## src/hw/rtl/isort_pkg.sv

```systemverilog
// isort_pkg: sizes, types and sequencer states shared by the insertion sorter.
// No dependencies; the other files in hw/rtl, except isort_ram, refer to it by scoped name.

package isort_pkg;

  // Store capacity and derived widths
  localparam int DEPTH  = 64;
  localparam int DATA_W = 32;
  localparam int ADDR_W = $clog2(DEPTH);
  localparam int CNT_W  = $clog2(DEPTH + 1);

  typedef logic signed [DATA_W-1:0] data_t;
  typedef logic [ADDR_W-1:0]        addr_t;
  typedef logic [CNT_W-1:0]         cnt_t;

  // Sequencer states
  typedef enum logic [2:0] {
    ST_IDLE,
    ST_FETCH,
    ST_SHIFT,
    ST_PLACE,
    ST_DRAIN_RD,
    ST_DRAIN_LD
  } state_t;

  // Store access request from the sequencer
  typedef struct packed {
    logic  we;
    addr_t waddr;
    data_t wdata;
    logic  re;
    addr_t raddr;
  } mem_req_t;

  // One result beat handed to the output register
  typedef struct packed {
    data_t value;
    logic  last;
    logic  ovf;
  } beat_t;

endpackage

```

## src/hw/rtl/isort_ram.sv

```systemverilog
// isort_ram: generic single-write, single-read RAM with registered read data.
// Stand-alone; no package dependency.

module isort_ram #(
  parameter int WIDTH = 32,
  parameter int DEPTH = 64,
  localparam int AddrW = $clog2(DEPTH)
) (
  input  logic             clk,
  input  logic             we,
  input  logic [AddrW-1:0] waddr,
  input  logic [WIDTH-1:0] wdata,
  input  logic             re,
  input  logic [AddrW-1:0] raddr,
  output logic [WIDTH-1:0] rdata
);

  logic [WIDTH-1:0] mem [DEPTH];

  // Write port
  always_ff @(posedge clk) begin
    if (we) begin
      mem[waddr] <= wdata;
    end
  end

  // Read port; data holds until the next read
  always_ff @(posedge clk) begin
    if (re) begin
      rdata <= mem[raddr];
    end
  end

endmodule

```

## src/hw/rtl/isort_seq.sv

```systemverilog
// isort_seq: sequencer for insertion and drain, with the shared signed comparator.
// Depends on isort_pkg; drives the list store through a mem_req_t request.

module isort_seq (
  input  logic                clk,
  input  logic                rst,
  input  logic                item_valid,
  output logic                item_stall,
  input  isort_pkg::data_t    element,
  input  logic                is_final,
  output isort_pkg::mem_req_t mem_req,
  input  isort_pkg::data_t    mem_rdata,
  input  logic                out_free,
  output logic                load,
  output isort_pkg::beat_t    load_beat
);

  isort_pkg::state_t state, state_next;
  isort_pkg::cnt_t   fill, fill_next;
  logic              dropped, dropped_next;
  isort_pkg::addr_t  pos, pos_next;
  isort_pkg::addr_t  k, k_next;
  isort_pkg::data_t  value, value_next;
  logic              fin, fin_next;

  logic full;
  logic greater;
  logic drain_last;

  assign full       = (fill == isort_pkg::CNT_W'(isort_pkg::DEPTH));
  // the one compare unit: stored entry strictly above the new element
  assign greater    = (mem_rdata > value);
  assign drain_last = ((isort_pkg::CNT_W'(k) + isort_pkg::CNT_W'(1)) == fill);

  // State and control registers
  always_ff @(posedge clk) begin
    if (rst) begin
      state   <= isort_pkg::ST_IDLE;
      fill    <= '0;
      dropped <= 1'b0;
    end else begin
      state   <= state_next;
      fill    <= fill_next;
      dropped <= dropped_next;
    end
  end

  // Working registers, always set before use
  always_ff @(posedge clk) begin
    pos   <= pos_next;
    k     <= k_next;
    value <= value_next;
    fin   <= fin_next;
  end

  // Next state and store/output control
  always_comb begin
    state_next   = state;
    fill_next    = fill;
    dropped_next = dropped;
    pos_next     = pos;
    k_next       = k;
    value_next   = value;
    fin_next     = fin;
    item_stall   = (state != isort_pkg::ST_IDLE);
    mem_req      = '0;
    load         = 1'b0;
    load_beat.value = mem_rdata;
    load_beat.last  = drain_last;
    load_beat.ovf   = dropped;

    case (state)
      isort_pkg::ST_IDLE: begin
        if (item_valid) begin
          value_next = element;
          fin_next   = is_final;
          if (full) begin
            // store full: drop, remember it
            dropped_next = 1'b1;
            if (is_final) begin
              k_next     = '0;
              state_next = isort_pkg::ST_DRAIN_RD;
            end
          end else begin
            pos_next   = fill[isort_pkg::ADDR_W-1:0];
            state_next = (fill == '0) ? isort_pkg::ST_PLACE : isort_pkg::ST_FETCH;
          end
        end
      end

      isort_pkg::ST_FETCH: begin
        mem_req.re    = 1'b1;
        mem_req.raddr = pos - isort_pkg::ADDR_W'(1);
        state_next    = isort_pkg::ST_SHIFT;
      end

      isort_pkg::ST_SHIFT: begin
        if (greater) begin
          // move the larger entry up one place, fetch the one below if there is one
          mem_req.we    = 1'b1;
          mem_req.waddr = pos;
          mem_req.wdata = mem_rdata;
          pos_next      = pos - isort_pkg::ADDR_W'(1);
          if (pos == isort_pkg::ADDR_W'(1)) begin
            state_next = isort_pkg::ST_PLACE;
          end else begin
            mem_req.re    = 1'b1;
            mem_req.raddr = pos - isort_pkg::ADDR_W'(1) - isort_pkg::ADDR_W'(1);
          end
        end else begin
          state_next = isort_pkg::ST_PLACE;
        end
      end

      isort_pkg::ST_PLACE: begin
        mem_req.we    = 1'b1;
        mem_req.waddr = pos;
        mem_req.wdata = value;
        fill_next     = fill + isort_pkg::CNT_W'(1);
        if (fin) begin
          k_next     = '0;
          state_next = isort_pkg::ST_DRAIN_RD;
        end else begin
          state_next = isort_pkg::ST_IDLE;
        end
      end

      isort_pkg::ST_DRAIN_RD: begin
        mem_req.re    = 1'b1;
        mem_req.raddr = k;
        state_next    = isort_pkg::ST_DRAIN_LD;
      end

      isort_pkg::ST_DRAIN_LD: begin
        if (out_free) begin
          load = 1'b1;
          if (drain_last) begin
            fill_next    = '0;
            dropped_next = 1'b0;
            state_next   = isort_pkg::ST_IDLE;
          end else begin
            k_next     = k + isort_pkg::ADDR_W'(1);
            state_next = isort_pkg::ST_DRAIN_RD;
          end
        end
      end

      default: begin
        state_next = isort_pkg::ST_IDLE;
      end
    endcase
  end

  // Shift step never reads and writes the same entry
  a_no_collide: assert property (@(posedge clk) disable iff (rst)
    (mem_req.we && mem_req.re) |-> (mem_req.waddr != mem_req.raddr))
    else $error("store read and write hit the same entry");

  // Placing an element grows the list by exactly one
  a_place_count: assert property (@(posedge clk) disable iff (rst)
    (state == isort_pkg::ST_PLACE) |=> (fill == $past(fill) + isort_pkg::CNT_W'(1)))
    else $error("fill count not advanced on placement");

  // Final beat of a list leaves an empty list
  a_drain_clears: assert property (@(posedge clk) disable iff (rst)
    (load && load_beat.last) |=> (fill == '0 && !dropped && state == isort_pkg::ST_IDLE))
    else $error("list not cleared after final beat");

endmodule

```

## src/hw/rtl/isort_outreg.sv

```systemverilog
// isort_outreg: result output register with valid/stall handshake.
// Depends on isort_pkg for the beat_t type.

module isort_outreg (
  input  logic             clk,
  input  logic             rst,
  input  logic             load,
  input  isort_pkg::beat_t load_beat,
  output logic             free,
  output logic             result_valid,
  input  logic             result_stall,
  output isort_pkg::data_t sorted_value,
  output logic             end_of_list,
  output logic             overflowed
);

  // room for a new beat when empty or being taken now
  assign free = !result_valid || !result_stall;

  // Valid flag
  always_ff @(posedge clk) begin
    if (rst) begin
      result_valid <= 1'b0;
    end else if (load) begin
      result_valid <= 1'b1;
    end else if (!result_stall) begin
      result_valid <= 1'b0;
    end
  end

  // Payload
  always_ff @(posedge clk) begin
    if (load) begin
      sorted_value <= load_beat.value;
      end_of_list  <= load_beat.last;
      overflowed   <= load_beat.ovf;
    end
  end

  // A held beat is never overwritten
  a_no_overwrite: assert property (@(posedge clk) disable iff (rst)
    load |-> (!result_valid || !result_stall))
    else $error("output beat overwritten while stalled");

endmodule

```

## src/hw/rtl/insertion_sorter.sv

```systemverilog
// insertion_sorter: top level of the stable insertion sorter.
// Depends on isort_pkg, isort_ram, isort_seq and isort_outreg.
//
//   channel  | handshake                  | payload
//   ---------+----------------------------+-------------------------------------
//   item     | item_valid / item_stall    | element, is_final
//   result   | result_valid / result_stall| sorted_value, end_of_list, overflowed
//
// An element is placed by fetching the entry below its slot, moving each
// larger entry (up to DEPTH-1) up one place, then writing it in; into an
// empty list it is written directly. At most one store read and one write
// per cycle on the RAM ports. An element offered to a full store is dropped.
// Closing an n-entry list drains it beat by beat: a store read, then a load.
// Synchronous reset empties the list; the store contents are not cleared.
// result_stall holds the output register; the drain waits on it, and a new
// item is taken while the last beat still waits.

module insertion_sorter (
  input  logic             clk,
  input  logic             rst,
  input  logic             item_valid,
  output logic             item_stall,
  input  isort_pkg::data_t element,
  input  logic             is_final,
  output logic             result_valid,
  input  logic             result_stall,
  output isort_pkg::data_t sorted_value,
  output logic             end_of_list,
  output logic             overflowed
);

  isort_pkg::mem_req_t mem_req;
  isort_pkg::data_t    mem_rdata;
  isort_pkg::beat_t    load_beat;
  logic                load;
  logic                out_free;

  // Sequencer with the shared comparator
  isort_seq u_seq (
    .clk        (clk),
    .rst        (rst),
    .item_valid (item_valid),
    .item_stall (item_stall),
    .element    (element),
    .is_final   (is_final),
    .mem_req    (mem_req),
    .mem_rdata  (mem_rdata),
    .out_free   (out_free),
    .load       (load),
    .load_beat  (load_beat)
  );

  // Sorted list store
  isort_ram #(
    .WIDTH (isort_pkg::DATA_W),
    .DEPTH (isort_pkg::DEPTH)
  ) u_store (
    .clk   (clk),
    .we    (mem_req.we),
    .waddr (mem_req.waddr),
    .wdata (mem_req.wdata),
    .re    (mem_req.re),
    .raddr (mem_req.raddr),
    .rdata (mem_rdata)
  );

  // Result output register
  isort_outreg u_out (
    .clk          (clk),
    .rst          (rst),
    .load         (load),
    .load_beat    (load_beat),
    .free         (out_free),
    .result_valid (result_valid),
    .result_stall (result_stall),
    .sorted_value (sorted_value),
    .end_of_list  (end_of_list),
    .overflowed   (overflowed)
  );

endmodule
```

## config.mk

```make
export PLATFORM = sky130hd
export DESIGN_NAME = insertion_sorter
export DESIGN_NICKNAME = d
export VERILOG_FILES = /design/src/hw/rtl/isort_pkg.sv /design/src/hw/rtl/isort_ram.sv /design/src/hw/rtl/isort_seq.sv /design/src/hw/rtl/isort_outreg.sv /design/src/hw/rtl/insertion_sorter.sv
export SDC_FILE = /design/constraint.sdc
export NUM_CORES = 2
export LEC_CHECK = 0
export BUFFER_PORTS_ARGS = -buffer_cell sky130_fd_sc_hd__buf_4
export CORE_AREA = 2 2 354 426
export DETAILED_ROUTE_END_ITERATION = 8
export DIE_AREA = 0 0 356 428
export GPL_TIMING_DRIVEN = 0
export HOLD_SLACK_MARGIN = 0.02
export PLACE_DENSITY = 0.73
export SLEW_MARGIN = 0
export SYNTH_ARGS = -nofsm -noshare
export SYNTH_HDL_FRONTEND = slang
export SYNTH_SLANG_ARGS = --single-unit
```

## constraint.sdc

```tcl
create_clock -name clk -period 6.2 [get_ports clk]
set_input_delay 1.24 -clock clk [delete_from_list [all_inputs] [get_ports clk]]
set_output_delay 1.24 -clock clk [all_outputs]
set_load 0.02 [all_outputs]
```

# Yosys cells after proc, flatten, opt, wreduce, memory -nomap -nowiden
# Memory sizes are Yosys's and may differ from the RTL's. A register that Yosys moved wholly into a read port is not among the register bits.
# Cells that the tools add are included.
# W data, S select, Z words.
# op_classes
n_addsub,5
eq_ne,20
mux,39
n_reduce_logical,16
magnitude_cmp,1
# ops
cell,n
$pmux W39 S2,1
$mux W6,9
$mux W46,1
$gt A32 B32 Y1,1
$mux W3,8
$mux W7,3
$pmux W7 S3,1
$pmux W3 S6,1
$pmux W6 S3,1
$pmux W7 S2,1
$pmux W6 S2,1
$sub A6 B1 Y6 const B,2
$mux W1,10
$ne A2 B1 Y1 const B,5
$ne A2 B2 Y1 const B,5
$reduce_and A4 Y1,2
$add A6 B1 Y7 const B,1
$add A7 B1 Y7 const B,1
$eq A7 B7 Y1,1
$eq A7 B7 Y1 const B,1
$logic_not A7 Y1,1
$reduce_and A7 Y1,1
$add A6 B1 Y6 const B,1
$eq A3 B2 Y1 const B,2
14 further kinds,20
# totals
mem_count,1
output_inout_bits,36
mem_bits_rw,2048
inputBits,37
reg_bits,91
wordCells,93
# memory_table
memory,depth,word_bits,read_ports,rd_clocked_by_memory_dff,write_ports,line_no,rtl
u_store.mem,64,32,1,1,1,isort_ram.sv:18,logic [WIDTH-1:0] mem [DEPTH];

# Longest topological paths before layout
# logic_depth
ltp_word,7
ltp_mapped,17
mapped_depth_nobuf,14

# Modules after synthesis
# Synthesis repeated with hierarchy kept, for this count alone.
# hier_totals
hier_cells,3786
hier_area_um2,84021.8
# modules_own_cells
module,instances,area_per_inst_um2,cells_each,seq_area_each_um2
isort_ram,1,78835.6,3324,62459.9
isort_seq,1,4132.7,424,1571.5
isort_outreg,1,1053.5,38,1041.0

# Least setup slack after synthesis
# Ideal clock, no wire load.
# synth_path
kind,register -> register
startpoint,reg u_store.rdata[13] (read register of u_store.mem)
endpoint,mem u_store.mem[63][0] (enable)
setup_ns,0.421
slack_ns,1.421
arrival_ns,4.357
stages_incl_launch_ff,14
synth_period_minus_slack_ns,4.779
path_buffers,2
required_time_ns,5.779
cell_sequence,edfxtp_1 > ha_1 > nand4_2 > nor3_1 > or4_4 > o31ai_1 > nand4_1 > nand2_1 > and2_1 > clkbuf_1 > or2_2 > clkbuf_1 > nand4_1 > nor2_1
# synth_between
elab_chain_len,5
# synth_lines
element,line_no,rtl
"start, declared",isort_ram.sv:15,output logic [WIDTH-1:0] rdata
$gt A32 B32 Y1 *,isort_seq.sv:32,assign greater = (mem_rdata > value);
$mux W46 *,isort_seq.sv:98,if (greater) begin
$pmux W39 S2 *,isort_seq.sv:72,case (state)
$mux W1,isort_ram.sv:22,if (we) begin
$mux W1 (implied by the code),isort_ram.sv:23,mem[waddr] <= wdata;
"end, declared",isort_ram.sv:18,
# Mark *: on every way between the ends. The rest lies on a longest branch, timed or not.

# Worst setup path after layout
# layout_path
startpoint,reg u_store.rdata[13] (read register of u_store.mem)
endpoint,reg u_store.rdata[24] (read register of u_store.mem) (data pin)
# layout_between
elab_chain_len,3
# layout_lines
element,line_no
$gt A32 B32 Y1,isort_seq.sv:32
$mux W46,isort_seq.sv:98
$pmux W7 S3,isort_seq.sv:72
# No other way between the ends.
# A chain may end at the register's enable or synchronous reset.

==> report_table.html <==
<table>
<tr><th>Metric</th><th>Value</th></tr>
<tr><th colspan="2">Status</th></tr>
<tr><td>Outcome</td><td>complete, but fails checks</td></tr>
<tr><td>Violations in the final reports</td><td>negative setup slack</td></tr>
<tr><th colspan="2">Layout</th></tr>
<tr><td>Synthesis-to-layout area growth</td><td>14.4%</td></tr>
<tr><td>Number of nets in the layout</td><td>6,044</td></tr>
<tr><td>Share of final-layout standard cells stronger than drive strength 1</td><td>0.131</td></tr>
<tr><td>Filler Cell Count</td><td>10,020</td></tr>
<tr><td>Post-Layout Inst Area</td><td>97,500 sq um</td></tr>
<tr><td>Most frequent standard cell in the layout excluding fill and tap cells</td><td>edfxtp_1</td></tr>
<tr><td>Most frequent cells in the layout</td><td>edfxtp_1 (2,159), nand2_1 (1,031), mux2i_1 (525)</td></tr>
<tr><th colspan="2">Drt</th></tr>
<tr><td>Average wire length per cell after detail routing</td><td>33.2 microns</td></tr>
<tr><td>Final wirelength</td><td>269,000 microns</td></tr>
<tr><td>Violation count after the first detailed-routing iteration</td><td>9,914</td></tr>
<tr><td>Vias after detailed routing</td><td>54,145</td></tr>
<tr><td>Vias per Instance</td><td>6.68</td></tr>
<tr><td>Post-route ant nets</td><td>0</td></tr>
<tr><td>Detailed-router iteration count before antenna repair</td><td>8</td></tr>
<tr><td>Number of remaining DRC errors</td><td>0</td></tr>
<tr><th colspan="2">Global routing</th></tr>
<tr><td>GRT Total Usage</td><td>0.349</td></tr>
<tr><td>Number of antenna violations at the first check in global routing</td><td>19</td></tr>
<tr><td>Vias in the first global route</td><td>51,362</td></tr>
<tr><td>Pin count of the biggest net entering global routing</td><td>65</td></tr>
<tr><td>First-pass GRT wire length</td><td>372,000 microns</td></tr>
<tr><td>Aggregate global routing overflow</td><td>0</td></tr>
<tr><th colspan="2">Timing</th></tr>
<tr><td>Final Hold Viols</td><td>0</td></tr>
<tr><td>Max Transition Viols Final</td><td>0</td></tr>
<tr><td>Tcrit/Tclk final</td><td>1.03</td></tr>
<tr><td>Transition time at the pin with the least slew margin</td><td>1.49 ns</td></tr>
<tr><td>Headroom to the max-slew limit</td><td>0.00714</td></tr>
<tr><td>Post-route worst setup slack</td><td>-0.189 ns</td></tr>
<tr><td>Final hold slack</td><td>0.454 ns</td></tr>
<tr><td>Endpoints failing setup</td><td>15</td></tr>
<tr><td>Final min period</td><td>6.39 ns</td></tr>
<tr><td>Highest Clock Rate</td><td>157 MHz</td></tr>
<tr><td>Worst clock skew on the final layout</td><td>0.0339 ns</td></tr>
<tr><td>Setup repair after global routing missed its margin</td><td>true</td></tr>
<tr><th colspan="2">Critical path</th></tr>
<tr><td>Crit-path max FO</td><td>10</td></tr>
<tr><td>Data required, critical path</td><td>6.63 ns</td></tr>
<tr><td>Type of the setup path with the least slack</td><td>flip-flop to flip-flop</td></tr>
<tr><td>Startpoint type of the worst setup path</td><td>flip-flop</td></tr>
<tr><td>Arr. time, crit path</td><td>6.82 ns</td></tr>
<tr><td>Nature of the critical path endpoint</td><td>flip-flop</td></tr>
<tr><td>Reg-to-reg setup timing slack</td><td>-0.19 ns</td></tr>
<tr><th colspan="2">Placed design</th></tr>
<tr><td>Quantity of I/O buffers inserted on ports</td><td>71</td></tr>
<tr><td>Placed cell area</td><td>90,900 sq um</td></tr>
<tr><td>Detailed placement HPWL</td><td>177,000 microns</td></tr>
<tr><td>Pre-CTS setup slack</td><td>-0.424 ns</td></tr>
<tr><td>GPL Wtd Cong</td><td>1.01</td></tr>
<tr><th colspan="2">Clock tree</th></tr>
<tr><td>TritonCTS Sinks</td><td>2,171</td></tr>
<tr><td>Clock H-tree levels</td><td>4</td></tr>
<tr><td>TritonCTS clock tree</td><td>built</td></tr>
<tr><td>Number of buffers inserted by post-CTS setup repair</td><td>0</td></tr>
<tr><td>Number of clock buffers inserted by TritonCTS</td><td>196</td></tr>
<tr><td>Clock-pin slew on the worst setup and hold paths</td><td>0.06 ns</td></tr>
<tr><td>Clock latency at the later pin of the worst-skew pair</td><td>0.86 ns</td></tr>
<tr><td>Hold buffer count at cts</td><td>0</td></tr>
<tr><td>Number of buffers between clock root and the deepest sink</td><td>3</td></tr>
<tr><td>Clock Root Buffer</td><td>clkbuf_16</td></tr>
<tr><th colspan="2">Synth</th></tr>
<tr><td>Dominant cell type by area after synthesis</td><td>edfxtp_1</td></tr>
<tr><td>Most frequently used flop master after synthesis</td><td>edfxtp_1</td></tr>
<tr><td>Leading post-synthesis cells by cell area</td><td>edfxtp_1 (76%), mux2i_1 (6.2%), nand2_1 (4.5%)</td></tr>
<tr><td>Synth top area share</td><td>0.760</td></tr>
<tr><td>Mapped Nets</td><td>5,679</td></tr>
<tr><td>Average cell area after synthesis</td><td>15.2 sq um</td></tr>
<tr><td>Gate count after technology mapping</td><td>5,603</td></tr>
<tr><td>Post-synth EDFFs</td><td>2,159</td></tr>
<tr><td>Post-synthesis cell area</td><td>85,300 sq um</td></tr>
<tr><td>Portion of the post-synthesis area used by sequential elements</td><td>0.763</td></tr>
<tr><td>Ys async rst share</td><td>0</td></tr>
<tr><td>Yosys warns</td><td>0</td></tr>
<tr><td>Synth Register Bits</td><td>2,171</td></tr>
<tr><td>Distinct cell type count after synthesis</td><td>67</td></tr>
<tr><th colspan="2">Die</th></tr>
<tr><td>Die Y</td><td>428 microns</td></tr>
<tr><td>Placeable core area</td><td>148,000 sq um</td></tr>
<tr><td>Width of the chip</td><td>356 microns</td></tr>
<tr><td>Die Footprint</td><td>152,000 sq um</td></tr>
<tr><td>Row count</td><td>155</td></tr>
<tr><td>Starting utilization of the core area</td><td>0.575</td></tr>
<tr><td>I/O pin count</td><td>73</td></tr>
<tr><th colspan="2">Power and ir drop</th></tr>
<tr><td>PwrDens</td><td>496 nW/um^2</td></tr>
<tr><td>Peak supply drop</td><td>0.502 mV</td></tr>
<tr><td>Leakage power of the design</td><td>32.1 nW</td></tr>
<tr><td>Total power</td><td>0.0484 W</td></tr>
<tr><th colspan="2">Worst hold path</th></tr>
<tr><td>Hold/Removal Path Class</td><td>flip-flop to flip-flop</td></tr>
<tr><th colspan="2">Run</th></tr>
<tr><td>Max-Cap Viols</td><td>0</td></tr>
</table>
[cells by family (layout without fill, tap and decap cells)]
logic type	count (synthesis)	after routing	synth area share
AO/OA/AOI/OAI	833	833	0.0642
adder cells (fa/ha/maj)	39	39	0.00572
AND/OR/NAND/NOR	1625	1625	0.0815
flip-flops	2171	2171	0.763
buffers and inverters	384	914	0.0211
other	0	7	0
multiplexers	525	525	0.0616
XOR/XNOR	26	26	0.00267
[path summary, 6_finish.rpt]
kind / from / endpoint / depth (start not counted)
worst max-delay path: u_store.rdata[13]$_DFFE_PP_ / u_store.rdata[24]$_DFFE_PP_ / 14
worst min-delay path: u_seq.dropped$_SDFFE_PP0P_ / u_out.overflowed$_DFFE_PP_ / 0
worst max register to register: u_store.rdata[13]$_DFFE_PP_ / u_store.rdata[24]$_DFFE_PP_ / 14
worst min register to register: u_seq.dropped$_SDFFE_PP0P_ / u_out.overflowed$_DFFE_PP_ / 0
[cell usage after synthesis (6+ instances only)]
cell	instances
xor2_1	12
inv_1	43
nor4_1	12
a32oi_1	59
o22ai_1	217
buf_4	31
nor3_1	38
clkbuf_1	116
xnor2_1	14
buf_1	24
buf_2	165
o311a_1	25
nand3_1	297
a31oi_1	92
o41ai_1	25
nand4_1	60
o21ai_0	100
ha_1	39
a21oi_1	191
a32o_1	29
a211o_1	6
dfxtp_1	12
nor2_1	110
mux2i_1	525
o211ai_1	7
a221oi_1	6
a22o_1	32
nand2_1	1031
and3_1	36
edfxtp_1	2159
o31a_1	7
[repair_timing]
item	4_1_cts	5_1_grt
resized for setup	26	53
endpoints found under the setup margin	24	60
pin swaps	0	2
hold endpoints to repair	0	0
[cell type report]
cell class	count	area (sq um)	area share
sequential	2171	65100	0.667
multi-input combinational	3048	19500	0.200
clock buffer	245	5220	0.0535
tap	1962	2450	0.0252
timing repair buffer	167	2420	0.0248
buffer	341	1670	0.0172
clock inverter	118	1030	0.0106
inverter	43	161	0.00165
antenna	7	17.5	0.000180
[flip-flops by register name (all words and copies together) (netlist names)]
register and flops:
u_out.end_of_list 1, u_out.overflowed 1, u_out.result_valid 1, u_out.sorted_value 32, u_seq.dropped 1, u_seq.fill 7
u_seq.fin 1, u_seq.k 6, u_seq.pos 6, u_seq.state 3, u_seq.value 32, u_store.mem 2048
u_store.rdata 32
[metal layers]
metal  routed length [microns]  GRT usage
met5                        71          0
met1                     89300      0.446
met4                     22200      0.247
met2                    120000      0.519
met3                     37500     0.0939
[worst max-delay path: stages, from the launching register on]
cell and delay [ns]:
edfxtp_1 0.47, ha_1 0.36, nand4_2 0.15, nor3_1 0.07, or4_4 0.51, o31ai_1 0.55, nand4_1 0.33, a211oi_2 0.46
nor2_2 0.17, nor2_2 0.62, buf_2 0.46, clkbuf_1 0.50, nand3_1 0.19, a31oi_1 0.63, nand4_1 0.49
[through the flow]
stage / instances / util / setup TNS [ns]
final: 8102 / 0.658 / -1.21
after global routing: 8095 / 0.658 / -0.277
after CTS: 8093 / 0.657 / 0
after detailed placement: 7730 / 0.614 / -3.84
after global placement: 7636 / 0.596 / -2235.43
after floorplan: 5603 / - / 0
[report_power, final]
part / leakage [nW] / total (W) / internal [W] / switching [W]
Clock: 3.05 / 0.0120 / 0.00666 / 0.00530
Sequential: 19.8 / 0.0183 / 0.0181 / 0.000242
Combinational: 9.28 / 0.0181 / 0.00462 / 0.0135
(Power assumes the default switching activity.)
